File: config.mk
export PLATFORM = sky130hd
export DESIGN_NAME = bbt_alu
export DESIGN_NICKNAME = d
export VERILOG_FILES = /design/src/sv/bad_block_table_remap_assert.svh /design/src/sv/bbt_pkg.sv /design/src/sv/bbt_alu.sv
export SDC_FILE = /design/constraint.sdc
export NUM_CORES = 1
export LEC_CHECK = 0
export BUFFER_PORTS_ARGS = -buffer_cell sky130_fd_sc_hd__buf_2
export CORE_ASPECT_RATIO = 0.7
export CORE_UTILIZATION = 45
export DETAILED_ROUTE_END_ITERATION = 6
export PLACE_DENSITY = 0.79
export SLEW_MARGIN = 0
export SYNTH_ARGS = -nofsm -noshare
export SYNTH_HDL_FRONTEND = slang
export SYNTH_SLANG_ARGS = --single-unit
File: constraint.sdc
create_clock -name vclk -period 8.2
set_clock_uncertainty 0.05 [all_clocks]
set_input_delay 1.64 -clock vclk [all_inputs]
set_output_delay 1.64 -clock vclk [all_outputs]
set_load 0.02 [all_outputs]
File: src/sv/bad_block_table_remap_assert.svh
// Assertion macros for the bad block table remap block.
// Included by the top level; depends on clk and rst_n in the including scope.
`ifndef BAD_BLOCK_TABLE_REMAP_ASSERT_SVH
`define BAD_BLOCK_TABLE_REMAP_ASSERT_SVH

// The consequent must hold in the same cycle as the antecedent.
`define BBT_ASSERT_SAME(lbl, ante, cons, msg) \
  lbl: assert property (@(posedge clk) disable iff (!rst_n) (ante) |-> (cons)) \
    else $error(msg);

// The consequent must hold in the cycle after the antecedent.
`define BBT_ASSERT_NEXT(lbl, ante, cons, msg) \
  lbl: assert property (@(posedge clk) disable iff (!rst_n) (ante) |=> (cons)) \
    else $error(msg);

`endif

File: src/sv/bbt_pkg.sv
// Shared types, sizes and codes for the bad block table remap block.
// No dependencies; used by every module of the block.
package bbt_pkg;

  // Table geometry.
  localparam int TABLE_DEPTH = 256;
  localparam int PAGE_BITS   = 24;
  localparam int MAPPED_W    = PAGE_BITS + 1;
  localparam int CNT_W       = $clog2(TABLE_DEPTH + 1);
  localparam int IDX_W       = (TABLE_DEPTH > 1) ? $clog2(TABLE_DEPTH) : 1;
  localparam int LOG2_W      = 4;
  localparam int CFG_W       = 4;
  localparam int CFG_IDX_W   = 2;
  localparam logic [LOG2_W-1:0] MAX_BLOCK_LOG2 = 4'd8;

  // Command codes.
  localparam logic [2:0] CMD_MARK     = 3'd0;
  localparam logic [2:0] CMD_REGISTER = 3'd1;
  localparam logic [2:0] CMD_QUERY    = 3'd2;
  localparam logic [2:0] CMD_REMAP    = 3'd3;
  localparam logic [2:0] CMD_CLEAR    = 3'd4;

  // Status codes.
  localparam logic [1:0] STAT_DONE   = 2'd0;
  localparam logic [1:0] STAT_DUP    = 2'd1;
  localparam logic [1:0] STAT_FULL   = 2'd2;
  localparam logic [1:0] STAT_LOCKED = 2'd3;

  // Configuration register indexes.
  localparam logic [CFG_IDX_W-1:0] REG_BLOCK_MODE  = 2'd0;
  localparam logic [CFG_IDX_W-1:0] REG_BLOCK_LOG2  = 2'd1;
  localparam logic [CFG_IDX_W-1:0] REG_SCAN_DONE   = 2'd2;
  localparam logic [CFG_IDX_W-1:0] REG_RUNTIME_REG = 2'd3;

  typedef enum logic {
    ST_IDLE,
    ST_WALK
  } state_t;

  typedef enum logic [1:0] {
    OP_INSERT,
    OP_QUERY,
    OP_REMAP
  } op_t;

  typedef struct packed {
    logic              block_mode;
    logic [LOG2_W-1:0] block_pages_log2;
    logic              scan_complete;
    logic              runtime_register_enable;
  } cfg_t;

  typedef struct packed {
    logic                 we;
    logic [IDX_W-1:0]     waddr;
    logic [PAGE_BITS-1:0] wdata;
    logic [IDX_W-1:0]     raddr;
  } mem_req_t;

  typedef struct packed {
    logic [MAPPED_W-1:0] key;
    logic [MAPPED_W-1:0] step;
  } alu_req_t;

  typedef struct packed {
    logic                lt;
    logic                eq;
    logic                gt;
    logic [MAPPED_W-1:0] sum;
  } alu_res_t;

endpackage

File: src/sv/bbt_alu.sv
// Shared compare and saturating step unit used on every table walk.
// Depends on bbt_pkg for widths and the request and result structs.
module bbt_alu (
  input  logic [bbt_pkg::PAGE_BITS-1:0] entry,
  input  bbt_pkg::alu_req_t             req,
  output bbt_pkg::alu_res_t             res
);

  logic [bbt_pkg::MAPPED_W-1:0] entry_ext;
  logic [bbt_pkg::MAPPED_W:0]   sum_wide;

  // Compare the table entry against the search key or running page.
  assign entry_ext = bbt_pkg::MAPPED_W'(entry);
  assign res.lt    = entry_ext < req.key;
  assign res.eq    = entry_ext == req.key;
  assign res.gt    = entry_ext > req.key;

  // Advance the running page, saturating at the all-ones value.
  assign sum_wide = {1'b0, req.key} + {1'b0, req.step};
  assign res.sum  = sum_wide[bbt_pkg::MAPPED_W] ? '1 : sum_wide[bbt_pkg::MAPPED_W-1:0];

endmodule

==> metrics, run 1 <==
floorplan die area 5147 µm²; Remaining DRCs 0; sequential share of power 0%; nets in the synthesized netlist 435; routability congestion estimate from global placement 0.9612; most used standard cells in the synthesized netlist sky130_fd_sc_hd__ha_1, sky130_fd_sc_hd__a21oi_1, sky130_fd_sc_hd__nand2_1; maximum number of pins on one net before global-route repair 21; shortest clock period the worst path allows after layout 5.806 ns; max incr delay on CP 0.66 ns; Worst Path Required 6.51 ns; number of antenna violations at the first check in global routing 0; Max Freq 172.2 MHz; combined flip-flop and latch cell area 0 µm²; portion of total power attributed to the clock network 0%; proportion of layout cells with a drive suffix above 1 28.64%; Detailed Route Iter0 Violations 313; number of gates given a new drive strength after cts 0; CP arrival 4.12 ns; class of the most critical setup path input pin to output port; number of distinct library cell variants in the gate-level netlist after synthesis 53; Total Routing Usage GR 24.66%; Std-Cell Core Area 4504 µm²; Routed Antenna Nets 0; metal1 wirelength 3.287 mm; per-cell via count in the routed design 5.635; Post-CTS Setup Bufs 0; post-route standard cell area excluding fillers 2716 µm²; post-place instance area 2716 µm²; Starting Density 48.56%; largest area contributor in the synthesized netlist sky130_fd_sc_hd__ha_1; Crit Path Max Fanout 20; Avg Inst Size Synth 7.032 µm²; Worst slew margin 52.24%; total half-perimeter wirelength after legalization and detailed placement 5.766 mm; top-level port count 102; number of synthesis warnings 0; total power per unit cell area 85.37 nW/µm²; slowest stage cell, crit path sky130_fd_sc_hd__and2_1; routed length on met3 495 µm; routed length on met2 2.737 mm; internal portion of total power 96.01 µW; Cells on Worst Hold Path 4; drt first pass iters 6; sum of routed wire length over all layers 6.535 mm; crit-path cells buf_2, ha_1, a21oi_1, o21ai_0, a221oi_4, and2_1, o21ai_0, buf_2; number of hold-repair buffers added at the cts stage 0; Final TNS setup 0 ns; Remaining Overflow, GRT 0; unrepaired setup endpoints after global routing false; DIE HEIGHT 60.33 µm; share of synthesized area occupied by flip-flops and latches 0%; power spent charging and discharging nets 135.9 µW; switching share of total power 58.60%; DR top layer met4; type of the most critical hold path input pin to output port; most frequently used cell type in the post-synthesis netlist sky130_fd_sc_hd__ha_1; Final nets 531; WP depth 8; area grow syn2layout 24.20%; via count of the first global-routing pass 2,208; max-slew violations 0; Slew @ Worst Pin 0.7164 ns; Final Hold Violating Endpoints 0; crit path launch type input pin; number of max-cap violations 0; worst setup path startpoint req[20]; Gate power share 100.0%; top cells by area in the synthesized netlist sky130_fd_sc_hd__ha_1, sky130_fd_sc_hd__a21oi_1, sky130_fd_sc_hd__nand2_1; routed len/inst 14.21 µm; Site Rows 20; fillers 452; Bufs and invs on worst path 2; number of antenna diodes 0; first-pass GRT wire length 10.27 mm; kind of end point of the critical path output port; die boundary width 85.33 µm; number of instances in the synthesized netlist 311; sequential cell count 0; Max VDD drop 0.02948 mV; Worst Setup EP res[18]; standby leakage power 0.001463 µW; category of cells accounting for the largest share of critical-path delay compound AO/OA/AOI/OAI gates; Tcrit/Tclk final 70.80%; clock tree buffer count of the final layout 0; vias post-DR 2,592; Final Setup Violations 0; status finished, final reports clean; number of input and output port buffers inserted 102; post-synth top area share 28.03%; Post-Synthesis Cell Area 2187 µm²
[worst min path at each step]
stage / slack [ns] / end / startpoint
floorplan: 3.52 / res[0] / req[25]
global placement: 3.73 / res[0] / req[0]
detailed placement: 3.68 / res[0] / req[0]
CTS: 3.69 / res[0] / req[0]
global route: 3.72 / res[0] / req[0]
finish: 3.69 / res[0] / req[0]
[routing by layer]
layer  vias to the layer above  GRT usage (%)
li1                       1333              -
met1                      1157          37.86
met2                        98          39.40
met3                         4          2.210
met4                         0         0.7143
met5                         -              0
[cell type report]
type	count	area, µm²	area share (%)
multi-input cells	273	2024	74.53
inverters	30	112.6	4.146
repair buffers	102	510.5	18.79
well taps	55	68.82	2.533
[cell usage in the layout, fill, tap and decap left out, types with 9 or more instances in the layout]
cell	netlist	routed
sky130_fd_sc_hd__buf_2	1	102
sky130_fd_sc_hd__ha_1	49	49
sky130_fd_sc_hd__a21oi_1	36	36
sky130_fd_sc_hd__nand2_1	33	33
sky130_fd_sc_hd__inv_1	30	30
sky130_fd_sc_hd__o21ai_0	16	16
sky130_fd_sc_hd__a21o_1	15	15
sky130_fd_sc_hd__nor2_1	13	13
sky130_fd_sc_hd__nand3_1	11	11
sky130_fd_sc_hd__nand2b_1	9	9
[cell families (layout without fill, tap and decap cells)]
| logic type | count (synthesis) | count (layout) | synth area share (%) |
|---|---|---|---|
| AO/OA/AOI/OAI | 102 | 102 | 31.35 |
| AND/OR/NAND/NOR | 101 | 101 | 23.74 |
| adder cells (fa/ha/maj) | 50 | 50 | 28.95 |
| buffers and inverters | 38 | 132 | 7.437 |
| XOR/XNOR | 15 | 15 | 6.007 |
| multiplexers | 5 | 5 | 2.517 |
[stage by stage]
stage                     setup WS [ns]  total power, µW  hold slack (ns)  cells  util (%)
after floorplan                   2.664            162.2            3.521    311         -
after global placement            2.465            225.7            3.729    460     60.31
after detailed placement          2.429            228.6            3.681    460     60.31
after CTS                         2.418            229.6            3.693    460     60.31
after global routing              2.246            254.5            3.724    460     60.31
final                             2.394            231.9            3.692    460     60.31
[power by group through the flow]
stage / Clock [µW] / Combinational [µW] / Sequential (µW)
after floorplan: 0 / 162 / 0
after global placement: 0 / 226 / 0
after detailed placement: 0 / 229 / 0
after CTS: 0 / 230 / 0
after global routing: 0 / 254 / 0
final: 0 / 232 / 0
[tightest hold or removal path, delay by kind of cell]
kind	cells	cell delay (ns)
AND/OR/NAND/NOR	1	0.10
adder cells (fa/ha/maj)	1	0.12
buffers and inverters	2	0.24
Note: power is estimated with default switching activity, not from simulation.
==> run 2, diff against run 1 <==
==> constraint.sdc (replaced) <==
create_clock -name vclk -period 5.5
set_clock_uncertainty 0.05 [all_clocks]
set_input_delay 1.1 -clock vclk [all_inputs]
set_output_delay 1.1 -clock vclk [all_outputs]
set_load 0.02 [all_outputs]
==> metrics, run 2 (synthesis results as in run 1) <==
status finished, final reports clean; clock tree buffer count of the final layout 0; Final nets 532; number of input and output port buffers inserted 102; routed len/inst 13.98 µm; crit path launch type input pin; vias post-DR 2,621; type of the most critical hold path input pin to output port; Remaining DRCs 0; Routed Antenna Nets 0; sum of routed wire length over all layers 6.447 mm; shortest clock period the worst path allows after layout 4.672 ns; Max Freq 214.0 MHz; busiest layer in global routing met2; Crit Path Max Fanout 3; Detailed Route Iter0 Violations 220; Post-CTS Setup Bufs 0; unrepaired setup endpoints after global routing false; max incr delay on CP 0.40 ns; die boundary width 85.33 µm; Final Hold Violating Endpoints 0; met1 layer usage reported by global route 35.28%; Final TNS setup 0 ns; crit-path cells buf_2, ha_1, inv_1, fa_1, nand2b_1, a21o_1, a211o_1, a21bo_1, o311ai_1, mux2i_1, buf_2; met3 track demand over resource in global routing 4.420%; post-route worst hold slack 2.603 ns; most common library cell in the layout ignoring fill and taps sky130_fd_sc_hd__buf_2; kind of end point of the critical path output port; number of max-cap violations 0; Std-Cell Core Area 4504 µm²; Max VDD drop 0.04403 mV; maximum number of pins on one net before global-route repair 13; top library cells by usage in the layout, fill and taps aside sky130_fd_sc_hd__buf_2, sky130_fd_sc_hd__ha_1, sky130_fd_sc_hd__a21oi_1; Starting Density 48.56%; total power per unit cell area 127.2 nW/µm²; CP arrival 3.52 ns; standby leakage power 0.001468 µW; DIE HEIGHT 60.33 µm; Worst Path Required 4.35 ns; drt first pass iters 5; Final Setup Violations 0; number of antenna violations at the first check in global routing 0; class of the most critical setup path input pin to output port; cell repeated most along the worst path sky130_fd_sc_hd__buf_2; proportion of layout cells with a drive suffix above 1 28.82%; Remaining Overflow, GRT 0; sequential cell count 0; Site Rows 20; number of gates given a new drive strength after cts 0; floorplan die area 5147 µm²; Total Routing Usage GR 24.37%; routing usage on met2 39.52%; Tcrit/Tclk final 84.95%; via count of the first global-routing pass 2,234; routability congestion estimate from global placement 1.007; per-cell via count in the routed design 5.685; max-slew violations 0; total half-perimeter wirelength after legalization and detailed placement 5.683 mm; top-level port count 102; slowest stage cell, crit path sky130_fd_sc_hd__fa_1; combined flip-flop and latch cell area 0 µm²; number of antenna diodes 0; Worst slew margin 71.76%; first-pass GRT wire length 10.19 mm; Slew @ Worst Pin 0.4191 ns; number of hold-repair buffers added at the cts stage 0; area grow syn2layout 24.54%
[run 2: critical path: cells and delay by family]
family / cells / cell delay (ns)
compound gates: 4 / 1.06
fa+ha+maj: 2 / 0.61
buf+inv: 3 / 0.34
mux: 1 / 0.22
simple gates: 1 / 0.19
[run 2: layout make-up]
cell class,instances,area (µm²)
inverter,30,112.6
tap,55,68.82
multi-input combinational,273,2024
timing repair buffer,103,518.0
fill,444,1780
[run 2: stage by stage]
step | util, % | power [µW] | instance area, µm² | worst slack (ns) | cells
floorplan | - | 241.8 | 2187 | 1.044 | 311
global placement | 60.47 | 338.4 | 2724 | 0.9023 | 461
detailed placement | 60.47 | 341.8 | 2724 | 0.8500 | 461
CTS | 60.47 | 343.4 | 2724 | 0.8290 | 461
global route | 60.47 | 379.5 | 2724 | 0.6855 | 461
finish | 60.47 | 346.4 | 2724 | 0.8280 | 461
[run 2: worst paths after layout]
check,startpoint,to,slack [ns],depth (start not counted)
worst max-delay path,req[25],res[24],0.83,11
worst min-delay path,req[0],res[0],2.60,4
[run 2: metal layers]
| metal | share of wire, % | wire [µm] | vias to the layer above |
|---|---|---|---|
| met2 | 43 | 2766 | 119 |
| li1 | - | - | 1336 |
| met3 | 8.0 | 513 | 6 |
| met4 | 1.0 | 65 | 0 |
| met5 | 0 | 0 | - |
| met1 | 48 | 3101 | 1160 |
[run 2: where the power goes]
group          switching [µW]  internal (µW)  leakage (µW)
clock                       0              0             0
sequential                  0              0             0
combinational             202            145       0.00147
total                     202            145       0.00147
==> run 3, diff against run 2 <==
--- a/config.mk
+++ b/config.mk
@@ -5,11 +5,12 @@
 export SDC_FILE = /design/constraint.sdc
 export NUM_CORES = 1
 export LEC_CHECK = 0
+export ABC_AREA = 1
 export BUFFER_PORTS_ARGS = -buffer_cell sky130_fd_sc_hd__buf_2
 export CORE_ASPECT_RATIO = 0.7
 export CORE_UTILIZATION = 45
 export DETAILED_ROUTE_END_ITERATION = 6
-export PLACE_DENSITY = 0.79
+export PLACE_DENSITY = 0.77
 export SLEW_MARGIN = 0
 export SYNTH_ARGS = -nofsm -noshare
 export SYNTH_HDL_FRONTEND = slang
==> constraint.sdc (replaced) <==
create_clock -name vclk -period 3.8
set_clock_uncertainty 0.05 [all_clocks]
set_input_delay 0.76 -clock vclk [all_inputs]
set_output_delay 0.76 -clock vclk [all_outputs]
set_load 0.02 [all_outputs]
==> metrics, run 3 <==
routed len/inst 12.09 µm; most used standard cells in the synthesized netlist sky130_fd_sc_hd__nand2_1, sky130_fd_sc_hd__inv_1, sky130_fd_sc_hd__ha_1; Final nets 772; floorplan die area 6630 µm²; CP arrival 2.60 ns; total power per unit cell area 171.0 nW/µm²; number of max-cap violations 0; routing usage on met2 41.29%; top-level port count 102; die boundary width 96.89 µm; routability congestion estimate from global placement 0.9358; total half-perimeter wirelength after legalization and detailed placement 7.844 mm; number of hold-repair buffers added at the cts stage 0; vias post-DR 3,494; Max VDD drop 0.08594 mV; max-slew violations 0; Final TNS setup 0 ns; Post-CTS Setup Bufs 0; standby leakage power 0.002316 µW; busiest layer in global routing met1; Avg Inst Size Synth 5.205 µm²; nets in the synthesized netlist 669; Remaining Overflow, GRT 0; Worst Setup EP res[2]; via count of the first global-routing pass 3,124; met1 layer usage reported by global route 41.40%; Max Freq 293.2 MHz; number of antenna violations at the first check in global routing 0; first-pass GRT wire length 14.26 mm; area grow syn2layout 20.78%; type of the most critical hold path input pin to output port; Routed Antenna Nets 0; most frequently used cell type in the post-synthesis netlist sky130_fd_sc_hd__nand2_1; Worst slew margin 67.16%; Site Rows 23; Std-Cell Core Area 5899 µm²; Slew @ Worst Pin 0.4858 ns; Detailed Route Iter0 Violations 274; top library cells by usage in the layout, fill and taps aside sky130_fd_sc_hd__nand2_1, sky130_fd_sc_hd__inv_1, sky130_fd_sc_hd__buf_2; status finished, final reports clean; unrepaired setup endpoints after global routing false; worst setup path startpoint req[6]; final core occ 58.07%; most common library cell in the layout ignoring fill and taps sky130_fd_sc_hd__nand2_1; setup slack after placement 0.4160 ns; combined flip-flop and latch cell area 0 µm²; Worst Path Required 2.99 ns; per-cell via count in the routed design 4.846; Final Setup Violations 0; met3 track demand over resource in global routing 1.328%; drt first pass iters 7; DIE HEIGHT 68.43 µm; share of synthesized area occupied by flip-flops and latches 0%; kind of end point of the critical path output port; crit path launch type input pin; Crit Path Max Fanout 17; number of synthesis warnings 0; post-place instance area 3426 µm²; number of gates given a new drive strength after cts 0; Starting Density 48.08%; proportion of layout cells with a drive suffix above 1 22.14%; largest area contributor in the synthesized netlist sky130_fd_sc_hd__nand2_1; shortest clock period the worst path allows after layout 3.411 ns; Tcrit/Tclk final 89.75%; class of the most critical setup path input pin to output port; sum of routed wire length over all layers 8.719 mm; number of input and output port buffers inserted 102; sequential cell count 0; Total Routing Usage GR 26.51%; top cells by area in the synthesized netlist sky130_fd_sc_hd__nand2_1, sky130_fd_sc_hd__ha_1, sky130_fd_sc_hd__inv_1; maximum number of pins on one net before global-route repair 18; post-route standard cell area excluding fillers 3426 µm²; number of antenna diodes 0; number of instances in the synthesized netlist 545; number of distinct library cell variants in the gate-level netlist after synthesis 28; Final Hold Violating Endpoints 0; final setup margin 0.3895 ns; Remaining DRCs 0; clock tree buffer count of the final layout 0; Post-Synthesis Cell Area 2836 µm²; post-synth top area share 26.60%
run 3: per-layer routing:
| metal | wire length [µm] | vias up | part of all wire, % |
|---|---|---|---|
| met4 | 19 | 0 | 0.22 |
| met5 | 0 | - | 0 |
| met3 | 617 | 2 | 7.1 |
| li1 | - | 1856 | - |
| met2 | 3423 | 124 | 39 |
| met1 | 4659 | 1512 | 53 |
run 3: cell families (layout without fill, tap and decap cells):
logic type               Yosys count  after routing  synth area share (%)
adder cells (fa/ha/maj)           50             50                 22.32
AO/OA/AOI/OAI                     26             26                 4.940
AND/OR/NAND/NOR                  322            322                 51.08
XOR/XNOR                           7              7                 2.161
buffers and inverters            140            241                 19.50
run 3: power by group:
part | switching, µW | internal, µW | total [µW]
sequential | 0 | 0 | 0
clock | 0 | 0 | 0
combinational | 374 | 212 | 586
run 3: stage by stage:
stage / hold slack (ns) / cells / total power [µW]
floorplan: 1.707 / 545 / 405.7
global placement: 1.894 / 721 / 572.2
detailed placement: 1.905 / 721 / 577.7
CTS: 1.909 / 721 / 581.0
global route: 1.963 / 721 / 652.7
finish: 1.907 / 721 / 585.7
run 3: layout make-up:
type	count	area, µm²
fill	619	2474
inverter	138	518.0
multi-input combinational	405	2283
tap	75	93.84
timing repair buffer	103	530.5
run 3: worst min-delay path by stage:
stage / start / depth (start not counted) / end
after floorplan: req[25] / 3 / res[0]
after detailed placement: req[0] / 5 / res[0]
after global placement: req[0] / 5 / res[0]
after global routing: req[0] / 5 / res[0]
after CTS: req[0] / 5 / res[0]
final: req[0] / 5 / res[0]
run 3: critical path, cell delays in order:
cell                       delay [ns]
sky130_fd_sc_hd__buf_2           0.10
sky130_fd_sc_hd__ha_1            0.37
sky130_fd_sc_hd__nand2_1         0.09
sky130_fd_sc_hd__nand2_1         0.12
sky130_fd_sc_hd__nand2_1         0.09
sky130_fd_sc_hd__nand2_1         0.08
sky130_fd_sc_hd__clkinv_1        0.06
sky130_fd_sc_hd__nand3_2         0.11
sky130_fd_sc_hd__nand2_1         0.10
sky130_fd_sc_hd__inv_2           0.06
sky130_fd_sc_hd__nor2_8          0.20
sky130_fd_sc_hd__buf_12          0.21
sky130_fd_sc_hd__o21ai_0         0.10
sky130_fd_sc_hd__buf_2           0.16
