### src/sv/bad_block_table_remap_assert.svh
// Assertion macros for the bad block table remap block.
// Included by the top level; depends on clk and rst_n in the including scope.
`ifndef BAD_BLOCK_TABLE_REMAP_ASSERT_SVH
`define BAD_BLOCK_TABLE_REMAP_ASSERT_SVH

// The consequent must hold in the same cycle as the antecedent.
`define BBT_ASSERT_SAME(lbl, ante, cons, msg) \
  lbl: assert property (@(posedge clk) disable iff (!rst_n) (ante) |-> (cons)) \
    else $error(msg);

// The consequent must hold in the cycle after the antecedent.
`define BBT_ASSERT_NEXT(lbl, ante, cons, msg) \
  lbl: assert property (@(posedge clk) disable iff (!rst_n) (ante) |=> (cons)) \
    else $error(msg);

`endif

### src/sv/bbt_pkg.sv
// Shared types, sizes and codes for the bad block table remap block.
// No dependencies; used by every module of the block.
package bbt_pkg;

  // Table geometry.
  localparam int TABLE_DEPTH = 256;
  localparam int PAGE_BITS   = 24;
  localparam int MAPPED_W    = PAGE_BITS + 1;
  localparam int CNT_W       = $clog2(TABLE_DEPTH + 1);
  localparam int IDX_W       = (TABLE_DEPTH > 1) ? $clog2(TABLE_DEPTH) : 1;
  localparam int LOG2_W      = 4;
  localparam int CFG_W       = 4;
  localparam int CFG_IDX_W   = 2;
  localparam logic [LOG2_W-1:0] MAX_BLOCK_LOG2 = 4'd8;

  // Command codes.
  localparam logic [2:0] CMD_MARK     = 3'd0;
  localparam logic [2:0] CMD_REGISTER = 3'd1;
  localparam logic [2:0] CMD_QUERY    = 3'd2;
  localparam logic [2:0] CMD_REMAP    = 3'd3;
  localparam logic [2:0] CMD_CLEAR    = 3'd4;

  // Status codes.
  localparam logic [1:0] STAT_DONE   = 2'd0;
  localparam logic [1:0] STAT_DUP    = 2'd1;
  localparam logic [1:0] STAT_FULL   = 2'd2;
  localparam logic [1:0] STAT_LOCKED = 2'd3;

  // Configuration register indexes.
  localparam logic [CFG_IDX_W-1:0] REG_BLOCK_MODE  = 2'd0;
  localparam logic [CFG_IDX_W-1:0] REG_BLOCK_LOG2  = 2'd1;
  localparam logic [CFG_IDX_W-1:0] REG_SCAN_DONE   = 2'd2;
  localparam logic [CFG_IDX_W-1:0] REG_RUNTIME_REG = 2'd3;

  typedef enum logic {
    ST_IDLE,
    ST_WALK
  } state_t;

  typedef enum logic [1:0] {
    OP_INSERT,
    OP_QUERY,
    OP_REMAP
  } op_t;

  typedef struct packed {
    logic              block_mode;
    logic [LOG2_W-1:0] block_pages_log2;
    logic              scan_complete;
    logic              runtime_register_enable;
  } cfg_t;

  typedef struct packed {
    logic                 we;
    logic [IDX_W-1:0]     waddr;
    logic [PAGE_BITS-1:0] wdata;
    logic [IDX_W-1:0]     raddr;
  } mem_req_t;

  typedef struct packed {
    logic [MAPPED_W-1:0] key;
    logic [MAPPED_W-1:0] step;
  } alu_req_t;

  typedef struct packed {
    logic                lt;
    logic                eq;
    logic                gt;
    logic [MAPPED_W-1:0] sum;
  } alu_res_t;

endpackage

### src/sv/bbt_ctrl.sv
// Command sequencer: walks the table one entry per cycle for insert, query and remap.
// Depends on bbt_pkg; drives bbt_mem and bbt_alu through structs.
module bbt_ctrl (
  input  logic                          clk,
  input  logic                          rst_n,
  input  logic                          start,
  input  logic [2:0]                    in_command,
  input  logic [bbt_pkg::PAGE_BITS-1:0] in_page_number,
  input  bbt_pkg::cfg_t                 cfg,
  input  logic [bbt_pkg::PAGE_BITS-1:0] rdata,
  input  bbt_pkg::alu_res_t             alu_res,
  output logic                          busy,
  output bbt_pkg::mem_req_t             mem_req,
  output bbt_pkg::alu_req_t             alu_req,
  output logic                          clear_scan,
  output logic                          out_strobe,
  output logic [1:0]                    out_status,
  output logic                          out_is_bad,
  output logic [bbt_pkg::MAPPED_W-1:0]  out_mapped_page,
  output logic [bbt_pkg::CNT_W-1:0]     out_entry_count
);

  bbt_pkg::state_t               state_r, state_nxt;
  bbt_pkg::op_t                  op_r, op_nxt;
  logic [bbt_pkg::MAPPED_W-1:0]  key_r, key_nxt;
  logic [bbt_pkg::PAGE_BITS-1:0] carry_r, carry_nxt;
  logic                          shift_r, shift_nxt;
  logic [bbt_pkg::CNT_W-1:0]     idx_r, idx_nxt;
  logic [bbt_pkg::CNT_W-1:0]     count_r, count_nxt;
  logic                          strobe_r, strobe_nxt;
  logic [1:0]                    status_r, status_nxt;
  logic                          is_bad_r, is_bad_nxt;
  logic [bbt_pkg::MAPPED_W-1:0]  mapped_r, mapped_nxt;
  logic [bbt_pkg::CNT_W-1:0]     ecount_r, ecount_nxt;

  logic [bbt_pkg::LOG2_W-1:0]    eff_log2;
  logic [bbt_pkg::PAGE_BITS-1:0] low_mask;
  logic [bbt_pkg::PAGE_BITS-1:0] aligned;
  logic [bbt_pkg::CNT_W-1:0]     idx_inc;
  logic                          have;
  logic                          fin;
  logic [1:0]                    fin_status;
  logic                          fin_bad;
  logic [bbt_pkg::MAPPED_W-1:0]  fin_mapped;

  // Block size, page alignment and remap step from the current configuration.
  assign eff_log2 = (cfg.block_pages_log2 > bbt_pkg::MAX_BLOCK_LOG2) ?
                    bbt_pkg::MAX_BLOCK_LOG2 : cfg.block_pages_log2;
  assign low_mask = (bbt_pkg::PAGE_BITS'(1) << eff_log2) - bbt_pkg::PAGE_BITS'(1);
  assign aligned  = cfg.block_mode ? (in_page_number & ~low_mask) : in_page_number;
  assign alu_req.step = cfg.block_mode ? (bbt_pkg::MAPPED_W'(1) << eff_log2) :
                        bbt_pkg::MAPPED_W'(1);
  assign alu_req.key  = key_r;

  // Walk position; the entry at idx_r is on rdata while idx_r is below the count.
  assign idx_inc = idx_r + bbt_pkg::CNT_W'(1);
  assign have    = idx_r < count_r;
  assign busy    = (state_r != bbt_pkg::ST_IDLE);

  // State register and control state.
  always_ff @(posedge clk) begin
    if (!rst_n) begin
      state_r  <= bbt_pkg::ST_IDLE;
      count_r  <= '0;
      strobe_r <= 1'b0;
      shift_r  <= 1'b0;
    end else begin
      state_r  <= state_nxt;
      count_r  <= count_nxt;
      strobe_r <= strobe_nxt;
      shift_r  <= shift_nxt;
    end
  end

  // Working and result payload registers.
  always_ff @(posedge clk) begin
    op_r     <= op_nxt;
    key_r    <= key_nxt;
    carry_r  <= carry_nxt;
    idx_r    <= idx_nxt;
    status_r <= status_nxt;
    is_bad_r <= is_bad_nxt;
    mapped_r <= mapped_nxt;
    ecount_r <= ecount_nxt;
  end

  // Next state, memory requests and result capture.
  always_comb begin
    state_nxt  = state_r;
    op_nxt     = op_r;
    key_nxt    = key_r;
    carry_nxt  = carry_r;
    shift_nxt  = shift_r;
    idx_nxt    = idx_r;
    count_nxt  = count_r;
    status_nxt = status_r;
    is_bad_nxt = is_bad_r;
    mapped_nxt = mapped_r;
    ecount_nxt = ecount_r;
    strobe_nxt = 1'b0;
    clear_scan = 1'b0;
    fin        = 1'b0;
    fin_status = bbt_pkg::STAT_DONE;
    fin_bad    = 1'b0;
    fin_mapped = '0;

    mem_req.we    = 1'b0;
    mem_req.waddr = idx_r[bbt_pkg::IDX_W-1:0];
    mem_req.wdata = key_r[bbt_pkg::PAGE_BITS-1:0];
    mem_req.raddr = '0;

    case (state_r)
      bbt_pkg::ST_IDLE: begin
        // Entry zero is read now so the walk can compare it in its first cycle.
        if (start) begin
          idx_nxt   = '0;
          shift_nxt = 1'b0;
          case (in_command)
            bbt_pkg::CMD_MARK, bbt_pkg::CMD_REGISTER: begin
              // A locked register is refused before the table is looked at.
              if ((in_command == bbt_pkg::CMD_REGISTER) &&
                  cfg.scan_complete && !cfg.runtime_register_enable) begin
                fin        = 1'b1;
                fin_status = bbt_pkg::STAT_LOCKED;
              end else if (count_r >= bbt_pkg::CNT_W'(bbt_pkg::TABLE_DEPTH)) begin
                fin        = 1'b1;
                fin_status = bbt_pkg::STAT_FULL;
              end else begin
                op_nxt    = bbt_pkg::OP_INSERT;
                key_nxt   = bbt_pkg::MAPPED_W'(aligned);
                state_nxt = bbt_pkg::ST_WALK;
              end
            end
            bbt_pkg::CMD_QUERY: begin
              op_nxt    = bbt_pkg::OP_QUERY;
              key_nxt   = bbt_pkg::MAPPED_W'(aligned);
              state_nxt = bbt_pkg::ST_WALK;
            end
            bbt_pkg::CMD_REMAP: begin
              op_nxt    = bbt_pkg::OP_REMAP;
              key_nxt   = bbt_pkg::MAPPED_W'(in_page_number);
              state_nxt = bbt_pkg::ST_WALK;
            end
            bbt_pkg::CMD_CLEAR: begin
              count_nxt  = '0;
              clear_scan = 1'b1;
              fin        = 1'b1;
            end
            default: begin
              fin = 1'b1;
            end
          endcase
        end
      end

      bbt_pkg::ST_WALK: begin
        // Fetch the next entry while the current one is evaluated.
        mem_req.raddr = idx_inc[bbt_pkg::IDX_W-1:0];
        case (op_r)
          bbt_pkg::OP_INSERT: begin
            if (have) begin
              if (shift_r) begin
                // Ripple: each entry moves up one place, carried through a register.
                mem_req.we    = 1'b1;
                mem_req.wdata = carry_r;
                carry_nxt     = rdata;
                idx_nxt       = idx_inc;
              end else if (alu_res.lt) begin
                idx_nxt = idx_inc;
              end else if (alu_res.eq) begin
                fin        = 1'b1;
                fin_status = bbt_pkg::STAT_DUP;
              end else begin
                // First larger entry: the new page takes its place.
                mem_req.we = 1'b1;
                carry_nxt  = rdata;
                shift_nxt  = 1'b1;
                idx_nxt    = idx_inc;
              end
            end else begin
              // End of table: write the last carried entry or the new page.
              mem_req.we    = 1'b1;
              mem_req.wdata = shift_r ? carry_r : key_r[bbt_pkg::PAGE_BITS-1:0];
              count_nxt     = count_r + bbt_pkg::CNT_W'(1);
              fin           = 1'b1;
            end
          end
          bbt_pkg::OP_QUERY: begin
            if (have && alu_res.lt) begin
              idx_nxt = idx_inc;
            end else begin
              fin     = 1'b1;
              fin_bad = have && alu_res.eq;
            end
          end
          bbt_pkg::OP_REMAP: begin
            if (have && !alu_res.gt) begin
              key_nxt = alu_res.sum;
              idx_nxt = idx_inc;
            end else begin
              fin        = 1'b1;
              fin_mapped = key_r;
            end
          end
          default: begin
            fin = 1'b1;
          end
        endcase
      end

      default: begin
        state_nxt = bbt_pkg::ST_IDLE;
      end
    endcase

    // Capture the result beat.
    if (fin) begin
      state_nxt  = bbt_pkg::ST_IDLE;
      strobe_nxt = 1'b1;
      status_nxt = fin_status;
      is_bad_nxt = fin_bad;
      mapped_nxt = fin_mapped;
      ecount_nxt = count_nxt;
    end
  end

  assign out_strobe      = strobe_r;
  assign out_status      = status_r;
  assign out_is_bad      = is_bad_r;
  assign out_mapped_page = mapped_r;
  assign out_entry_count = ecount_r;

endmodule

### config.mk
export PLATFORM = sky130hd
export DESIGN_NAME = bbt_ctrl
export DESIGN_NICKNAME = d
export VERILOG_FILES = /design/src/sv/bad_block_table_remap_assert.svh /design/src/sv/bbt_pkg.sv /design/src/sv/bbt_ctrl.sv
export SDC_FILE = /design/constraint.sdc
export NUM_CORES = 1
export LEC_CHECK = 0
export BUFFER_PORTS_ARGS = -buffer_cell sky130_fd_sc_hd__buf_2
export CORE_MARGIN = 2
export CORE_UTILIZATION = 30
export DETAILED_ROUTE_END_ITERATION = 10
export HOLD_SLACK_MARGIN = 0.05
export PLACE_DENSITY = 0.51
export SKIP_CTS_REPAIR_TIMING = 1
export SLEW_MARGIN = 20
export SYNTH_ARGS = -nofsm -noshare
export SYNTH_HDL_FRONTEND = slang
export SYNTH_SLANG_ARGS = --single-unit
### constraint.sdc
create_clock -name clk -period 6.1 [get_ports clk]
set_clock_uncertainty 0.1 [all_clocks]
set_input_delay 1.22 -clock clk [delete_from_list [all_inputs] [get_ports clk]]
set_output_delay 1.22 -clock clk [all_outputs]
set_load 0.005 [all_outputs]
==> results of run 1 <==
-- layout make-up --
class                   instances  area (um2)
fillers                      1791       11000
flip-flops and latches        109        3150
multi-input cells             298        2070
repair buffers                209        1070
well taps                     229         287
clock buffers                   9         225
inverters                      15        56.3
clock inverters                 6        53.8
-- power breakdown --
part           total (mW)  internal (mW)  switching, mW
registers           0.865          0.847         0.0186
logic               0.185         0.0827          0.102
clock network       0.565          0.283          0.283
total                1.62           1.21          0.404
-- registers in the layout, indices dropped and copies added, names as in the netlist --
signal / flops
key_r: 25
out_mapped_page: 25
out_entry_count: 9
carry_r: 24
count_r: 9
out_status: 2
busy: 1
out_strobe: 1
shift_r: 1
idx_r: 9
op_r: 2
out_is_bad: 1
-- cells in the final DEF, fill, tap and decap left out, types with 12 or more instances in the layout --
cell	instances
sky130_fd_sc_hd__mux2i_1	12
sky130_fd_sc_hd__mux2_2	37
sky130_fd_sc_hd__o21ai_0	20
sky130_fd_sc_hd__inv_1	12
sky130_fd_sc_hd__and2_1	31
sky130_fd_sc_hd__nand2_1	47
sky130_fd_sc_hd__nor2_1	26
sky130_fd_sc_hd__a21oi_1	12
sky130_fd_sc_hd__conb_1	16
sky130_fd_sc_hd__buf_2	203
sky130_fd_sc_hd__edfxtp_1	97
-- worst max path at each step --
stage,slack [ps],to,start
6_report,2090,clear_scan,in_command[1]
3_5_place_dp,2100,clear_scan,in_command[1]
3_3_place_gp,2210,clear_scan,in_command[1]
5_1_grt,1980,clear_scan,busy
4_1_cts,2090,clear_scan,in_command[1]
2_1_floorplan,2260,out_entry_count[0],alu_res[26]
-- routing by layer --
metal | global-route usage (%) | vias to the layer above | wire length, um
li1 | - | 1983 | -
met1 | 21.2 | 1932 | 6900
met2 | 22.4 | 152 | 6580
met3 | 2.69 | 10 | 770
met4 | 5.32 | 0 | 190
met5 | 0 | - | 0
-- critical path, stage by stage --
cell and delay (ps):
sky130_fd_sc_hd__buf_2 130, sky130_fd_sc_hd__nor4bb_1 580, sky130_fd_sc_hd__nand2_1 500, sky130_fd_sc_hd__inv_1 140, sky130_fd_sc_hd__buf_2 120
-- cells by family after synthesis --
| family | count (synthesis) |
|---|---|
| AND/OR/NAND/NOR | 153 |
| other | 1 |
| multiplexers | 49 |
| AO/OA/AOI/OAI | 63 |
| adder cells (fa/ha/maj) | 11 |
| flip-flops | 109 |
| buffers and inverters | 54 |
| XOR/XNOR | 6 |
-- Yosys cell counts, drive strengths merged (3+ instances only) --
master | number | area share [%]
ha | 11 | 2.5
o21ai | 22 | 2.1
nor3 | 9 | 0.92
inv | 14 | 0.96
nand2 | 48 | 3.3
o21a | 4 | 0.55
and2 | 31 | 3.5
nor4 | 3 | 0.73
buf | 31 | 4.2
xnor2 | 3 | 0.48
a22o | 4 | 0.64
dfxtp | 12 | 4.4
a21oi | 16 | 1.9
o211ai | 4 | 0.80
edfxtp | 97 | 53
mux2i | 12 | 2.2
xor2 | 3 | 0.48
or3 | 4 | 0.46
o2111ai | 3 | 0.48
nor2 | 30 | 2.2
mux2 | 37 | 7.6
clkbuf | 8 | 0.55
nand3 | 12 | 1.2
==> impl.org, run 1 <==
** Global routing
- Vias in the first global route :: 3832
- In the global route stage, overall resource usage came out at approximately 15%.
- The first global-routing pass estimated about 22000 um of wire.
- Antenna violations before repair :: 0
- Largest net degree at the start of global routing :: between 50 and 60
- Overflow after GRT :: 0

** Routing
- DRT antenna net count :: 0
- Mean number of vias per cell :: 4.66
- The routed layout has 4077 vias.
- In the final routed layout, each cell accounts on average for around 17 um.
- The pre-antenna-repair detailed-routing pass consisted of 4 iterations.
- Drt first-iter violations :: between 200 and 250
- DRC violation count after routing :: 0
- For this block, the routed nets add up to roughly 14000 um of wire.

** Job
- Maximum capacitance violations :: 0

** Logic synthesis
- Dividing the synthesized area by the synthesized cell count gives about 12 um2.
- Among all flip-flop cells after synthesis, the most frequent one is sky130_fd_sc_hd__edfxtp_1.
- The synthesized netlist devotes 2.52% of its cell area to adder and majority cells.
- After synthesis the netlist holds a flip-flop and latch count of 109.
- The synthesized netlist devotes about 15% of its cell area to simple gates.
- Post-synthesis compound-gate area fraction :: under 10%
- Sequential element share of the synthesized area :: around 58%
- Number of enable flip-flop cells after synthesis :: a little under 100
- Synthesis produced between 400 and 500 cells.
- Dominant combinational cell family by area after synthesis :: simple AND/OR/NAND/NOR gates
- The mapped netlist covers 0.00547 mm2.
- Counting distinct cell types in the post-synthesis netlist gives 61.
- Post-Synth XOR/XNOR Area :: less than 1%
- Asr flop ratio synth :: 0%
- Of the post-synthesis cell area, the part taken by muxes is under 10%.
- Synth Warn # :: 0

** Placed design
- OpenSTA, run right after detailed placement, puts the worst setup slack at 2100 ps.
- At the end of routability-driven placement, the weighted congestion stood at between 0.7 and 0.8.
- Counting tap cells, the placed design contains a total of approximately 860 instances.
- Summing all placed instances gives a cell area of 0.00661 mm2.
- Buffers placed on the I/O ports in this run total about 200.
- After legalization and detailed placement, the total HPWL measured between 10000 and 15000 um.

** Critical path
- Worst r2r dst :: key_r[15]
- In this run the register-to-register setup slack is 3160 ps.
- The startpoint identified for the worst register-to-register timing path is idx_r[4].
- Worst reg-to-reg path cell count :: 6
- Data on the critical path arrives at its endpoint at 2690 ps.
- In this run the worst path has a maximum fanout of 15.
- Type of element capturing the critical path :: output port
- Start-to-end type of the worst setup path :: in2out
- Category of the worst setup path launch point :: input port
- Endpoint required time on the critical path :: between 4000 and 5000 ps

** Power
- Post-route total power :: 1.62 mW
- Maximum vdd drop :: between 0.1 and 0.15 mV
- In this run the static leakage power is ~2.8 nW.
- Power per Cell Area :: between 200 and 250 mW/mm2

** Clock network
- TritonCTS built the clock tree.
- Clock tree synthesis selected as its root buffer the cell sky130_fd_sc_hd__clkbuf_16.
- For this design, the sink count on the clock tree is approximately 110.
- H-Tree Level Count :: 3
- In this run the deepest clock path goes through 2 buffers.
- Clock-pin slew was measured on the worst setup and hold paths at about 70 ps.
- Clock latency at the later pin of the worst-skew pair :: between 300 and 400 ps
- Counting the buffers created by CTS gives 9.

** Final layout
- At the end of the flow, the number of nets in the layout was between 700 and 800.
- Proportion of layout cells with a drive suffix above 1 :: between 40% and 50%
- Number of cells in the finished layout apart from fillers :: between 800 and 900
- Finished Cell Area :: slightly below 0.007 mm2
- The area growth from synthesis to layout is 26.6%.
- For this run, the share of the core covered by cells in the final layout is just under 40%.
- The number of antenna diodes in the final layout is 0.

** Floorplan
- 220 I/O pins were placed.
- Starting density of the core :: between 30% and 40%
- The die is 139 um tall.
- The total area inside the core boundary comes to about 0.018 mm2.
- Die Width :: 139 um
- In this run the core area contains roughly 50 standard-cell rows.
- The die covers slightly below 0.02 mm2.

** Timing
- Setup slack on the critical path of the routed design comes to between 2000 and 2500 ps.
- Relative slew slack :: between 50% and 60%
- Hold slack final :: 411 ps
- For the pin with the worst max-slew slack, the measured transition is between 600 and 700 ps.
- F_max :: approximately 250 MHz
- Setup Total Neg Slack :: 0 ps
- Period Utilization, post-route :: approximately 66%
- Final worst path period need :: ~4000 ps
- Setup repair after global routing missed its margin :: false
- Final count of hold timing violations :: 0
- Setup violations remaining at the end of the flow were counted as 0.
- Max-slew violation total from the final report :: 0

** Outcome
- The run finished with clean final reports.

** Min path
- The path with the worst hold slack has its endpoint at count_r[7].
- The startpoint identified for the worst hold timing path is count_r[7].
- Hold-critical path depth :: 2
- Class of the tightest hold or removal check :: reg2reg
Note: power is estimated with default switching activity, not from simulation.
==> run 2: changes to the inputs <==
--- a/config.mk
+++ b/config.mk
@@ -5,12 +5,13 @@
 export SDC_FILE = /design/constraint.sdc
 export NUM_CORES = 1
 export LEC_CHECK = 0
+export ABC_AREA = 1
 export BUFFER_PORTS_ARGS = -buffer_cell sky130_fd_sc_hd__buf_2
 export CORE_MARGIN = 2
 export CORE_UTILIZATION = 30
 export DETAILED_ROUTE_END_ITERATION = 10
 export HOLD_SLACK_MARGIN = 0.05
-export PLACE_DENSITY = 0.51
+export PLACE_DENSITY = 0.53
 export SKIP_CTS_REPAIR_TIMING = 1
 export SLEW_MARGIN = 20
 export SYNTH_ARGS = -nofsm -noshare
==> constraint.sdc (replaced) <==
create_clock -name clk -period 3.64 [get_ports clk]
set_clock_uncertainty 0.1 [all_clocks]
set_input_delay 0.728 -clock clk [delete_from_list [all_inputs] [get_ports clk]]
set_output_delay 0.728 -clock clk [all_outputs]
set_load 0.005 [all_outputs]
==> impl.org, run 2 <==
** Routing
- First-pass detailed-route iteration total :: 4 (unchanged)
- The number of vias after detailed routing was 4392 (+7.7%).
- Drt wl/cell :: 15.1 um (-8.3%)
- The number of DRC violations after detailed-routing iteration 0 came to 260 (+20%).
- The remaining antenna violation count was 0 (unchanged).
- DRC violation count after routing :: 0 (unchanged)
- Mean number of vias per cell :: 4.38 (-6.0%)
- Final wirelength :: 15200 um (+5.1%)

** Floorplan
- The die extent in x is 138 um (-1.0%).
- The I/O pin count came to 220 (unchanged).
- Die area :: 0.0189 mm2 (-2.1%)
- Placeable core region :: 0.0174 mm2 (-3.0%)
- Floorplan die height :: 138 um (-1.0%)
- Number of cell rows :: 48 (-2.0%)
- Starting density of the core :: 30.8% (+0.29 points)

** Global routing
- The global route total overflow came to 0 (unchanged).
- The initial antenna violation count was 1 (+1).
- The wire length of the first global-routing pass came to 21700 um (-1.7%).
- The total track usage came to 15.5% (+0.69 points).
- Largest net degree at the start of global routing :: 49 (-3.9%)
- Vias in the first global route :: 4004 (+4.5%)

** Logic synthesis
- Dominant combinational cell family by area after synthesis :: simple AND/OR/NAND/NOR gates
- The post-synthesis instance total was 574 (+29%).
- Proportion of synthesized area in mux cells :: 0% (-9.8 points)
- The area fraction of the dominant cell type after synthesis is 54.5% (+1.2 points).
- Synth area leaders :: sky130_fd_sc_hd__edfxtp_1 54%, sky130_fd_sc_hd__nand2_1 8.1%, sky130_fd_sc_hd__nor2_1 6.9%
- Main synth FF type :: sky130_fd_sc_hd__edfxtp_1
- Synthesized area per cell :: 9.32 um2 (-24%)
- Post-synth cell types :: 33 (-46%)
- The share of synthesized cell area in full adder, half adder and majority cells was 2.57% (+0.055 points).
- Among all cell types in the netlist, the one instantiated most often is sky130_fd_sc_hd__nand2_1.
- The largest total area in the synthesized netlist belongs to sky130_fd_sc_hd__edfxtp_1.
- The proportion of synthesized flip-flops having asynchronous set or reset was 0% (unchanged).
- Sequential element share of the synthesized area :: 58.9% (+1.3 points)
- Synth Warn # :: 0 (unchanged)
- Number of enable flip-flop cells after synthesis :: 97 (unchanged)
- The xor-xnor portion of the synthesized cell area is 0.164% (-0.80 points).
- The commonest cells after synthesis are 116 x sky130_fd_sc_hd__nand2_1, 99 x sky130_fd_sc_hd__nor2_1, 97 x sky130_fd_sc_hd__edfxtp_1.
- The basic-gate share of the synthesized area counting and, or, nand and nor cells was 20.2% (+5.5 points).
- The compound-gate portion of the synthesized area came to 7.56% (-0.85 points).
- The flip-flop and latch count after synthesis came to 109 (unchanged).
- The post-synthesis instance area came to 0.00535 mm2 (-2.1%).

** Final layout
- The share of final-layout standard cells stronger than drive strength 1 was 31.5% (-12 points).
- The area growth from synthesis to layout is 27.3%.
- The total of fill cells in the finished design came to 1792 (+0.056%).
- Leaving out fill and tap cells, the most frequent cells in the layout are 203 x sky130_fd_sc_hd__buf_2, 116 x sky130_fd_sc_hd__nand2_1, 99 x sky130_fd_sc_hd__nor2_1, 97 x sky130_fd_sc_hd__edfxtp_1, 72 x sky130_fd_sc_hd__inv_1.
- Commonest non-fill, non-tap cell in the layout :: sky130_fd_sc_hd__buf_2
- Net count reported at finish :: 872 (+18%)
- The number of non-filler instances in the completed layout was 1003 (+15%).

** Timing
- The final total negative setup slack is 0 ps (unchanged).
- Worst Tran Pin Value :: 778 ps (+113 ps)
- Derived from the worst setup path, the maximum achievable clock frequency is between 300 and 400 MHz.
- Setup repair after global routing left no endpoint under its margin.
- The smallest clock period supported by the final layout is computed as 3040 ps.
- The final-report setup violation count is 0 (unchanged).
- The final hold violation count was 0 (unchanged).
- Relative slew slack :: 48.2% (-7.3 points)
- Max-slew violation total from the final report :: 0 (unchanged)
- Hold slack final :: 441 ps (+30.5 ps)
- The post-route worst setup slack is 597 ps (-1490 ps).
- Period Utilization, post-route :: 83.6%

** Power
- The power after layout is 2.82 mW (+75%).
- Maximum vdd drop :: 0.237 mV (+100%)
- The leakage power is 3.24 nW (+14%).
- Power per Cell Area :: 414 mW/mm2 (+77%)

** Placed design
- Port-buffer cells :: 203 (unchanged)
- Place WS :: 828 ps (-1270 ps)
- The number of placed instances, taps included came to 986 (+15%).
- Post-DP HPWL :: 11500 um (+7.1%)
- Routability-driven placement congestion ratio :: 0.819 (+3.3%)

** Critical path
- The endpoint arrival time on the critical path came to 2210 ps (-480 ps).
- Most common cell on crit path :: sky130_fd_sc_hd__nand2_1
- The kind of cell with the highest combined delay along the critical path is simple AND/OR/NAND/NOR gates.
- Critical register-to-register path startpoint :: idx_r[5]
- Depth of the critical timing path with buffers and inverters included :: 12 (+7)
- The setup slack of the most critical reg-to-reg path is 830 ps (-2330 ps).
- CP max stage delay :: 480 ps (-100 ps)
- The worst setup path is captured at an output port.
- Start-to-end type of the worst setup path :: reg2out
- The largest fanout on the critical path was 11 (-4).
- Worst reg-to-reg path cell count :: 9 (+3)
- Chain of cells forming the critical path :: ha_1 -> nand2_1 -> nand2_1 -> nand2_1 -> nand2_1 -> nand2_1 -> nand3_2 -> nand3_4 -> inv_2 -> a21oi_1 -> inv_1 -> buf_2
- CP max-delay cell :: sky130_fd_sc_hd__edfxtp_1
- In this run the worst setup path begins at idx_r[2].
- The required time reported for the critical path endpoint is 2810 ps (-1970 ps).
- Category of the worst setup path launch point :: flip-flop
- Worst Path Buf+Inv :: 3 (unchanged)

** Min path
- Hold-critical path depth :: 1 (-1)
- Class of the tightest hold or removal check :: in2reg
- Source of the worst hold timing path :: rdata[8]

** Clock network
- The root buffer cell chosen for the clock tree is sky130_fd_sc_hd__clkbuf_16.
- The number of buffers inserted during clock tree synthesis was 9 (unchanged).
- The deepest level of the CTS H-tree came to 3 (unchanged).
- Buffer levels on the longest clock path :: 2 (unchanged)
- TritonCTS clock tree :: built
- Total clock sinks :: 109 (unchanged)
- The insertion delay of the later-clocked pin in the worst-skew pair was 350 ps (about the same).
- The clock transition at the registers of the reported paths was 80 ps (about the same).

** Outcome
- Run status :: complete, no violations

** Job
- Maximum capacitance violations :: 0 (unchanged)
==> run 2: area by class of cell <==
class | count | area [um2] | area share, %
timing repair buffer | 213 | 1090 | 16.0
inverter | 75 | 282 | 4.13
clock inverter | 7 | 82.6 | 1.21
multi-input combinational | 364 | 1690 | 24.8
antenna | 1 | 2.50 | 0.0367
tap | 225 | 282 | 4.13
clock buffer | 9 | 225 | 3.31
sequential | 109 | 3150 | 46.3
==> run 2: cells by family after synthesis <==
family / Yosys count
flops: 109
buf+inv: 116
other cells: 1
compound gates: 76
simple gates: 260
xor+xnor: 1
fa+ha+maj: 11
==> run 2: final timing paths <==
| path | endpoint |
|---|---|
| hold reg to reg | count_r[6] |
| setup / recovery | mem_req[40] |
| setup reg to reg | out_mapped_page[22] |
| hold / removal | carry_r[8] |
==> run 2: layer usage <==
| layer | vias to the layer above | GRT usage, % | wire length [um] |
|---|---|---|---|
| met1 | 1956 | 19.8 | 6630 |
| met5 | - | 0 | 0 |
| met3 | 15 | 4.42 | 1410 |
| met4 | 0 | 4.52 | 237 |
| met2 | 175 | 25.4 | 6910 |
| li1 | 2246 | - | - |
==> run 2: worst register-to-register path, cell delays in order, from the launching register on <==
cell and delay (ps):
sky130_fd_sc_hd__edfxtp_1 480, sky130_fd_sc_hd__ha_1 330, sky130_fd_sc_hd__nand2_1 40, sky130_fd_sc_hd__nor2_1 110
sky130_fd_sc_hd__nand3_1 110, sky130_fd_sc_hd__nand3_2 230, sky130_fd_sc_hd__nor2_1 120, sky130_fd_sc_hd__o21a_1 200
sky130_fd_sc_hd__nand2_2 310, sky130_fd_sc_hd__buf_4 420
==> run 2: stage by stage <==
stage,cell area (um2),utilization (%)
2_1_floorplan,5410,-
3_3_place_gp,6500,37.4
3_5_place_dp,6500,37.4
4_1_cts,6810,39.2
5_1_grt,6810,39.2
6_report,6810,39.2
==> run 2: power breakdown <==
group	internal [mW]	switching, mW
Clock	0.545	0.476
Sequential	1.43	0.0346
Combinational	0.133	0.200
